==> src/sv/esd_pkg.sv <==
// Shared phase codes, character constants and step result type for the escape decoder.
`default_nettype none

package esd_pkg;

  // Phase codes of the decoder state.
  localparam int unsigned PhaseW = 3;
  localparam logic [PhaseW-1:0] PH_START = 3'd0;
  localparam logic [PhaseW-1:0] PH_HEX1  = 3'd1;
  localparam logic [PhaseW-1:0] PH_HEX2  = 3'd2;
  localparam logic [PhaseW-1:0] PH_OCT2  = 3'd3;
  localparam logic [PhaseW-1:0] PH_OCT3  = 3'd4;

  // Characters that the decoder recognizes or produces.
  localparam logic [7:0] CH_NUL   = 8'h00;
  localparam logic [7:0] CH_BEL   = 8'h07;
  localparam logic [7:0] CH_BS    = 8'h08;
  localparam logic [7:0] CH_TAB   = 8'h09;
  localparam logic [7:0] CH_LF    = 8'h0A;
  localparam logic [7:0] CH_VT    = 8'h0B;
  localparam logic [7:0] CH_FF    = 8'h0C;
  localparam logic [7:0] CH_CR    = 8'h0D;
  localparam logic [7:0] CH_QUEST = 8'h3F;
  localparam logic [7:0] CH_BSLSH = 8'h5C;
  localparam logic [7:0] CH_LO_A  = 8'h61;
  localparam logic [7:0] CH_LO_B  = 8'h62;
  localparam logic [7:0] CH_LO_F  = 8'h66;
  localparam logic [7:0] CH_LO_N  = 8'h6E;
  localparam logic [7:0] CH_LO_R  = 8'h72;
  localparam logic [7:0] CH_LO_T  = 8'h74;
  localparam logic [7:0] CH_LO_V  = 8'h76;
  localparam logic [7:0] CH_LO_X  = 8'h78;
  localparam logic [7:0] CH_UP_A  = 8'h41;
  localparam logic [7:0] CH_UP_F  = 8'h46;
  localparam logic [7:0] CH_DIG_0 = 8'h30;
  localparam logic [7:0] CH_DIG_7 = 8'h37;
  localparam logic [7:0] CH_DIG_9 = 8'h39;

  // Offset that turns the low nibble of a hex letter into its value.
  localparam logic [3:0] HexLetterOfs = 4'd9;

  // Outcome of one decoder step.
  typedef struct packed {
    logic              emit;
    logic [7:0]        decoded;
    logic              invalid;
    logic              consumed;
    logic [PhaseW-1:0] phase;
    logic [7:0]        accum;
  } step_t;

endpackage

`default_nettype wire

==> src/sv/escape_sequence_decoder_unit.sv <==
// Top level of the escape decoder: input register, decode step and result register.
// A word taken into the input register passes the decode step and, if it finishes an escape,
// is written to the result register; a word that finishes no escape only updates the phase
// and accumulator.
// Throughput: one word per cycle; the result register is the only point where the stream stalls.
// Reset: rst_ni is asynchronous and active low; it empties both registers and returns the
// phase to the start of an escape with a clear accumulator.
`default_nettype none

module escape_sequence_decoder_unit (
  input  wire logic        clk_i,
  input  wire logic        rst_ni,
  input  wire logic        s_axis_tvalid,
  output logic             s_axis_tready,
  input  wire logic [7:0]  s_axis_tdata,   // [7:0] ch
  output logic             m_axis_tvalid,
  input  wire logic        m_axis_tready,
  output logic [15:0]      m_axis_tdata    // [7:0] decoded, [8] invalid, [9] consumed, rest 0
);

  logic                      in_vld_q;
  logic [7:0]                in_ch_q;
  logic [esd_pkg::PhaseW-1:0] phase_q;
  logic [7:0]                accum_q;
  logic                      out_vld_q;
  logic [7:0]                out_decoded_q;
  logic                      out_invalid_q;
  logic                      out_consumed_q;
  logic                      advance;
  esd_pkg::step_t            step;

  // A word leaves the input register when the result register is free or being drained.
  assign advance       = in_vld_q & (~out_vld_q | m_axis_tready);
  assign s_axis_tready = ~in_vld_q | advance;

  // Input register.
  always_ff @(posedge clk_i or negedge rst_ni) begin
    if (!rst_ni) begin
      in_vld_q <= 1'b0;
    end else if (s_axis_tready) begin
      in_vld_q <= s_axis_tvalid;
    end
  end

  always_ff @(posedge clk_i) begin
    if (s_axis_tready && s_axis_tvalid) begin
      in_ch_q <= s_axis_tdata;
    end
  end

  // Decode step on the registered word.
  esd_step u_step (
    .phase_i (phase_q),
    .accum_i (accum_q),
    .ch_i    (in_ch_q),
    .step_o  (step)
  );

  // Escape state.
  always_ff @(posedge clk_i or negedge rst_ni) begin
    if (!rst_ni) begin
      phase_q <= esd_pkg::PH_START;
      accum_q <= 8'd0;
    end else if (advance) begin
      phase_q <= step.phase;
      accum_q <= step.accum;
    end
  end

  // Result register.
  always_ff @(posedge clk_i or negedge rst_ni) begin
    if (!rst_ni) begin
      out_vld_q <= 1'b0;
    end else if (advance) begin
      out_vld_q <= step.emit;
    end else if (m_axis_tready) begin
      out_vld_q <= 1'b0;
    end
  end

  always_ff @(posedge clk_i) begin
    if (advance && step.emit) begin
      out_decoded_q  <= step.decoded;
      out_invalid_q  <= step.invalid;
      out_consumed_q <= step.consumed;
    end
  end

  assign m_axis_tvalid = out_vld_q;
  assign m_axis_tdata  = {6'd0, out_consumed_q, out_invalid_q, out_decoded_q};

  // A malformed escape always leaves its last byte to the caller.
  a_invalid_not_consumed: assert property (@(posedge clk_i) disable iff (!rst_ni)
    out_vld_q |-> !(out_invalid_q && out_consumed_q))
    else $error("invalid result marked as consumed");

  // A finished escape returns to the start phase with a clear accumulator.
  a_emit_restarts: assert property (@(posedge clk_i) disable iff (!rst_ni)
    (advance && step.emit) |=> (phase_q == esd_pkg::PH_START && accum_q == 8'd0))
    else $error("state not restarted after a result");

  // Only one hex digit is held while waiting for the second.
  a_hex_accum: assert property (@(posedge clk_i) disable iff (!rst_ni)
    (phase_q == esd_pkg::PH_HEX2) |-> (accum_q[7:4] == 4'd0))
    else $error("hex accumulator wider than one digit");

  // A word moving on with a full, stalled result register would overwrite it.
  a_no_overwrite: assert property (@(posedge clk_i) disable iff (!rst_ni)
    (out_vld_q && !m_axis_tready) |-> !advance)
    else $error("result register overwritten while stalled");

endmodule

`default_nettype wire

==> src/sv/esd_step.sv <==
// Combinational step of the escape decoder: next phase, accumulator and result.
`default_nettype none

module esd_step (
  input  wire logic [esd_pkg::PhaseW-1:0] phase_i,
  input  wire logic [7:0]                 accum_i,
  input  wire logic [7:0]                 ch_i,
  output esd_pkg::step_t                  step_o
);

  logic       is_dec;
  logic       is_lo_hex;
  logic       is_up_hex;
  logic       is_hex;
  logic       is_oct;
  logic [3:0] hex_val;

  // Character classes and the value of a hex digit.
  always_comb begin
    is_dec    = (ch_i inside {[esd_pkg::CH_DIG_0:esd_pkg::CH_DIG_9]});
    is_lo_hex = (ch_i inside {[esd_pkg::CH_LO_A:esd_pkg::CH_LO_F]});
    is_up_hex = (ch_i inside {[esd_pkg::CH_UP_A:esd_pkg::CH_UP_F]});
    is_hex    = is_dec | is_lo_hex | is_up_hex;
    is_oct    = (ch_i inside {[esd_pkg::CH_DIG_0:esd_pkg::CH_DIG_7]});
    hex_val   = is_dec ? ch_i[3:0] : (ch_i[3:0] + esd_pkg::HexLetterOfs);
  end

  // Phase update; every finished escape returns to the start phase with a clear accumulator.
  always_comb begin
    step_o          = '0;
    step_o.phase    = esd_pkg::PH_START;
    step_o.accum    = 8'd0;
    case (phase_i)
      esd_pkg::PH_HEX1: begin
        if (is_hex) begin
          step_o.phase = esd_pkg::PH_HEX2;
          step_o.accum = {4'd0, hex_val};
        end else begin
          step_o.emit    = 1'b1;
          step_o.decoded = esd_pkg::CH_QUEST;
          step_o.invalid = 1'b1;
        end
      end
      esd_pkg::PH_HEX2: begin
        step_o.emit = 1'b1;
        if (is_hex) begin
          step_o.decoded  = {accum_i[3:0], hex_val};
          step_o.consumed = 1'b1;
        end else begin
          step_o.decoded = esd_pkg::CH_QUEST;
          step_o.invalid = 1'b1;
        end
      end
      esd_pkg::PH_OCT2: begin
        if (is_oct) begin
          step_o.phase = esd_pkg::PH_OCT3;
          step_o.accum = {accum_i[4:0], ch_i[2:0]};
        end else begin
          step_o.emit    = 1'b1;
          step_o.decoded = accum_i;
        end
      end
      esd_pkg::PH_OCT3: begin
        step_o.emit = 1'b1;
        if (is_oct) begin
          // Third digit: the top bits fall off, which wraps the value to a byte.
          step_o.decoded  = {accum_i[4:0], ch_i[2:0]};
          step_o.consumed = 1'b1;
        end else begin
          step_o.decoded = accum_i;
        end
      end
      default: begin
        // Start phase: the letter right after the backslash.
        step_o.emit     = 1'b1;
        step_o.consumed = 1'b1;
        case (ch_i)
          esd_pkg::CH_LO_A: step_o.decoded = esd_pkg::CH_BEL;
          esd_pkg::CH_LO_B: step_o.decoded = esd_pkg::CH_BS;
          esd_pkg::CH_LO_F: step_o.decoded = esd_pkg::CH_FF;
          esd_pkg::CH_LO_N: step_o.decoded = esd_pkg::CH_LF;
          esd_pkg::CH_LO_R: step_o.decoded = esd_pkg::CH_CR;
          esd_pkg::CH_LO_T: step_o.decoded = esd_pkg::CH_TAB;
          esd_pkg::CH_LO_V: step_o.decoded = esd_pkg::CH_VT;
          esd_pkg::CH_LO_X: begin
            step_o.emit     = 1'b0;
            step_o.consumed = 1'b0;
            step_o.phase    = esd_pkg::PH_HEX1;
          end
          esd_pkg::CH_NUL: begin
            step_o.decoded  = esd_pkg::CH_BSLSH;
            step_o.invalid  = 1'b1;
            step_o.consumed = 1'b0;
          end
          default: begin
            if (is_oct) begin
              step_o.emit     = 1'b0;
              step_o.consumed = 1'b0;
              step_o.phase    = esd_pkg::PH_OCT2;
              step_o.accum    = {5'd0, ch_i[2:0]};
            end else begin
              step_o.decoded = ch_i;
            end
          end
        endcase
      end
    endcase
  end

endmodule

`default_nettype wire
==> config.mk <==
export PLATFORM = sky130hd
export DESIGN_NAME = escape_sequence_decoder_unit
export DESIGN_NICKNAME = d
export VERILOG_FILES = /design/src/sv/esd_pkg.sv /design/src/sv/escape_sequence_decoder_unit.sv /design/src/sv/esd_step.sv
export SDC_FILE = /design/constraint.sdc
export NUM_CORES = 1
export LEC_CHECK = 0
export BUFFER_PORTS_ARGS = -buffer_cell sky130_fd_sc_hd__buf_4
export CAP_MARGIN = 20
export CORE_MARGIN = 4
export CORE_UTILIZATION = 40
export CTS_BUF_LIST = sky130_fd_sc_hd__clkbuf_8
export CTS_CLUSTER_DIAMETER = 60
export CTS_CLUSTER_SIZE = 30
export DETAILED_ROUTE_END_ITERATION = 10
export HOLD_SLACK_MARGIN = 0.05
export SLEW_MARGIN = 15
export SYNTH_ARGS = -nofsm -noshare
export SYNTH_HDL_FRONTEND = slang
export SYNTH_HIERARCHICAL = 1
export SYNTH_SLANG_ARGS = --single-unit
==> constraint.sdc <==
create_clock -name clk_i -period 3.3 [get_ports clk_i]
set_input_delay 0.33 -clock clk_i [delete_from_list [all_inputs] [get_ports clk_i]]
set_output_delay 0.33 -clock clk_i [all_outputs]
set_load 0.05 [all_outputs]
After elaboration in Yosys (flattened, before gate mapping)
Index checks and enable logic that the tools add are counted.
{"block": "totals", "regBits": 31, "input_bits": 12, "elab_cells": 75}
{"block": "op_classes", "n_addsub": 1, "order_cmp": 7, "n_eq_ne": 12, "muxes": 25, "bitwise_logic": 7, "n_reduce_logical": 15}
{"operator": "$pmux W8 S9", "count": 1}
{"operator": "$eq A8 B7 Y1 const B", "count": 8}
{"operator": "$pmux W9 S4", "count": 1}
{"operator": "$pmux W11 S3", "count": 1}
{"operator": "$mux W8", "count": 4}
{"operator": "$mux W10", "count": 2}
{"operator": "$ge A8 B7 Y1 const B", "count": 2}
{"operator": "$le A8 B6 Y1 const B", "count": 2}
{"operator": "$le A8 B7 Y1 const B", "count": 2}
{"operator": "$mux W12", "count": 1}
{"operator": "$mux W11", "count": 1}
{"operator": "$mux W9", "count": 1}
{"operator": "$reduce_or A9 Y1", "count": 1}
{"operator": "$ge A8 B6 Y1 const B", "count": 1}
{"operator": "$logic_not A8 Y1", "count": 1}
{"operator": "$reduce_or A2 Y1", "count": 4}
{"operator": "$reduce_or A8 Y1", "count": 1}
{"operator": "$mux W1", "count": 7}
{"operator": "$reduce_or A7 Y1", "count": 1}
{"operator": "$eq A3 B2 Y1 const B", "count": 2}
{"operator": "$logic_and A1 B1 Y1", "count": 6}
{"operator": "$pmux W1 S3", "count": 2}
{"operator": "$pmux W3 S2", "count": 1}
{"operator": "$add A4 B4 Y4 const B", "count": 1}
{"operator": "other kinds (8)", "count": 13}

Logic depth before layout (Yosys ltp)
{"block": "depth", "word_depth": 7, "ltp_mapped": 11, "depth_no_buf": 9}

By module
Netlist, hierarchy kept.
{"module": "escape_sequence_decoder_unit", "n_inst": 1, "cells_each": 61, "area_per_inst_um2": 1172.4, "seq_area_each_um2": 865.8}
{"module": "esd_step", "n_inst": 1, "cells_each": 161, "area_per_inst_um2": 1003.5, "seq_area_each_um2": 0.0}

Worst setup path before layout
Ideal clock, no wire load.
{"block": "synth_timing", "path_type": "register to register", "start": "reg in_ch_q[0]", "end": "reg out_consumed_q, enable pin", "arrival_ps": 2371, "slack_ps": 552, "stages_incl_launch_ff": 10, "n_path_buf": 0, "period_less_slack_ps": 2748, "path_cell_list": "edfxtp_1 > inv_1 > ha_1 > nor4b_1 > nand4b_1 > o311a_2 > mux2i_1 > a221oi_1 > nand2_1 > nor2_1"}
{"element": "start, declared", "line_no": "escape_sequence_decoder_unit.sv:22", "text": "logic [7:0] in_ch_q;"}
{"element": "start signal, assigned", "line_no": "escape_sequence_decoder_unit.sv:47", "text": "in_ch_q <= s_axis_tdata;"}
{"element": "end signal, assigned", "line_no": "escape_sequence_decoder_unit.sv:85", "text": "out_consumed_q <= step.consumed;"}
{"element": "end, declared", "line_no": "escape_sequence_decoder_unit.sv:28", "text": "logic out_consumed_q;"}

==> results.md <==
* Slew @ Worst Pin at 652.9 ps
* DR iter-0 viols at 213
* # nets final at 254
* CTS tree: yes
* YS warnings at 6
* Initial Utilization at 0.4180
* DRT Wirelength at 4789 microns
* Total global routing overflow at 0
* Kind of critical path: reg -> reg
* Average vias per placed instance at 5.761
* Unrepaired setup endpoints after global routing: false
* Asr flop ratio synth at 0.4194
* Total number of vias at 1,780
* Reg clk slew, reported paths at 70 ps
* Gr usage total at 0.1542
* Final Hold Viols at 0
* Clock period minus final worst setup slack at 2898 ps
* Area Growth Syn to Fin at 11.62%
* Mean Syn Cell Area at 9.801 sq um
* # fillers at 517
* CP startpoint kind: flop
* Synth cell types at 61
* Setup ws final at 401.7 ps
* RePlAce Congestion at 0.9446
* Fin cells at 309
* Die span in x at 81.76 microns
* R2R Setup Slk at 400 ps
* Area contributors post-synth: edfxtp_1, dfrtp_1, mux2_4, nand2_1, buf_4
* Maximum vdd drop at 0.0002598 V
* Slew Limit Fails at 0
* Cells after Synth at 222
* Cells after DPL at 300
* Detailed-route DRC error count at 0
* Slew HR at 0.5607
* First-pass GRT wire length at 7969 microns
* Die Area at 6684 sq um
* Status: completed
* Max-cap check violation count at 0
* # rows at 26
* Top cell type's share of synthesized area at 0.2484
* DP Worst Slack at 461.9 ps
* Critical-path maximum fanout at 10
* Vias in the first global route at 1,549
* Pin count of the biggest net entering global routing at 16
* Clock buffer depth at 2
* IO buf count at 23
* Setup TNS at 0 ps
* Initial antenna violation count at 0
* Drt wl/cell at 15.50 microns
* H-tree Lvls at 2
* Worst skew pair latency at 270 ps
* Period utilisation layout at 0.8783
* Pwr Density at 405.0 nW/um^2
* Fraction of layout cells with a size suffix above 1 at 0.2218
* Register bit total from synthesis at 31
* Die H at 81.76 microns
* HP Class: in -> reg
* CP required at 3280 ps
* Detailed Place HPWL at 3557 microns
* Root cell of the clock tree: clkbuf_8
* Fmax at 0.3450 GHz
* Setup violators final at 0
* LEAKAGE at 0.0009996 uW
* Core area at 5205 sq um
* Sequential fraction of the synthesis area at 0.3979
* Final Skew at 9.428 ps
* Biggest area consumer among synthesized cells: edfxtp_1
* Num CTS Buffers at 5
* Mapped cell area at 2176 sq um
* EDFF count, synth at 18
* Post-CTS setup repair buffer count at 0
* I/O pin count at 30
* Post-route ant nets at 0
* Worst Setup End Kind: flop
* Clk sinks at 31
* Antenna cells at 0
* CP arrival at 2870 ps
* TritonRoute pass-1 iters at 6
* Ys flop type: edfxtp_1
-- metal layers --
layer  track usage  vias to the layer above  wire, microns
li1              -                      840              -
met1        0.2231                      820           2182
met2        0.2254                      107           2082
met3       0.03947                       13            440
met4       0.04485                        0             83
met5             0                        -              0
-- final timing paths --
check | startpoint | end | cells after the start
max in group asynchronous | rst_ni | accum_q[3] | 2
min in group asynchronous | rst_ni | accum_q[0] | 2
setup reg to reg | in_ch_q[0] | out_decoded_q[2] | 10
hold / removal | s_axis_tdata[1] | in_ch_q[1] | 1
setup / recovery | in_ch_q[0] | out_decoded_q[2] | 10
hold reg to reg | accum_q[6] | accum_q[6] | 1
-- cell usage in the layout (no fill, tap or decap), types with 2 or more instances in the layout --
master and n:
a21oi_1 10, a22oi_1 7, a31oi_1 6, a32oi_1 2
and2_1 6, and3_1 2, buf_4 27, clkbuf_8 7
conb_1 6, dfrtp_1 13, edfxtp_1 18, ha_1 4
inv_1 4, mux2_2 2, mux2_4 10, mux2i_1 2
nand2_1 27, nand2b_1 2, nand3_1 6, nand4_1 2
nor2_1 17, nor2b_1 3, nor3_1 3, nor3b_1 4
nor4b_1 2, o211ai_1 2, o21ai_0 9, o22ai_1 3
or3_1 2, xor2_1 2
-- cell families (layout without fill, tap and decap cells) --
family	Yosys count	in the layout	synth area share
xor+xnor	3	3	0.01208
fa+ha+maj	4	4	0.02300
other cells	1	6	0.001723
mux	14	14	0.08855
compound gates	55	55	0.1788
flops	31	31	0.3979
simple gates	87	87	0.2162
buf+inv	27	39	0.08166
-- cell type report --
cell class	count	area, sq um	share of cell area
tap	70	87.58	0.03606
clock buffer	7	96.34	0.03967
sequential	31	865.8	0.3565
multi-input combinational	169	1151	0.4740
timing repair buffer	28	212.7	0.08758
inverter	3	11.26	0.004637
clock inverter	1	3.754	0.001546
-- stage by stage --
stage	instance area, sq um	total power (uW)	util	hold WS (ps)
final	2429	983.5	0.4666	227.8
after CTS	2429	994.0	0.4666	219.5
after global routing	2429	1034	0.4666	213.2
after detailed placement	2318	678.7	0.4454	184.7
after global placement	2318	679.7	0.4454	188.8
after floorplan	2195	634.4	-	34.41
-- state kept, by name, summed over array words and instances, names as in the netlist --
| register | flops |
|---|---|
| m_axis_tvalid | 1 |
| out_consumed_q | 1 |
| out_decoded_q | 8 |
| out_invalid_q | 1 |
| accum_q | 8 |
| in_vld_q | 1 |
| phase_q | 3 |
| in_ch_q | 8 |
-- synthesized netlist by cell type, types with 4 or more instances --
library cell / count
nor3b_1: 4
mux2_4: 10
clkbuf_1: 4
nand3_1: 6
and2_1: 6
ha_1: 4
nand2_1: 27
a31oi_1: 6
a21oi_1: 10
nor2_1: 17
o21ai_0: 9
edfxtp_1: 18
a22oi_1: 7
buf_4: 12
buf_2: 6
dfrtp_1: 13
-- repair_timing --
item                      4_1_cts  5_1_grt
hold endpoints to repair       13        0
gates resized for setup         0        0
hold buffers                    1        0
-- critical path, cell delays in order, from the launching register on --
cell and delay, ps:
edfxtp_1 480, inv_1 190, ha_1 320, nor4b_1 320
nand4b_1 170, o311a_2 250, mux2i_1 90, a221oi_1 330
nand2_1 110, nor2_1 150, buf_4 200
-- power by group --
| group | leakage, uW | internal, uW | total (uW) | switching, uW |
|---|---|---|---|---|
| clock | 0.0000557 | 187 | 311 | 124 |
| sequential | 0.000346 | 441 | 467 | 25.8 |
| combinational | 0.000598 | 70.6 | 206 | 136 |
Power figures use the tool's default switching activity.
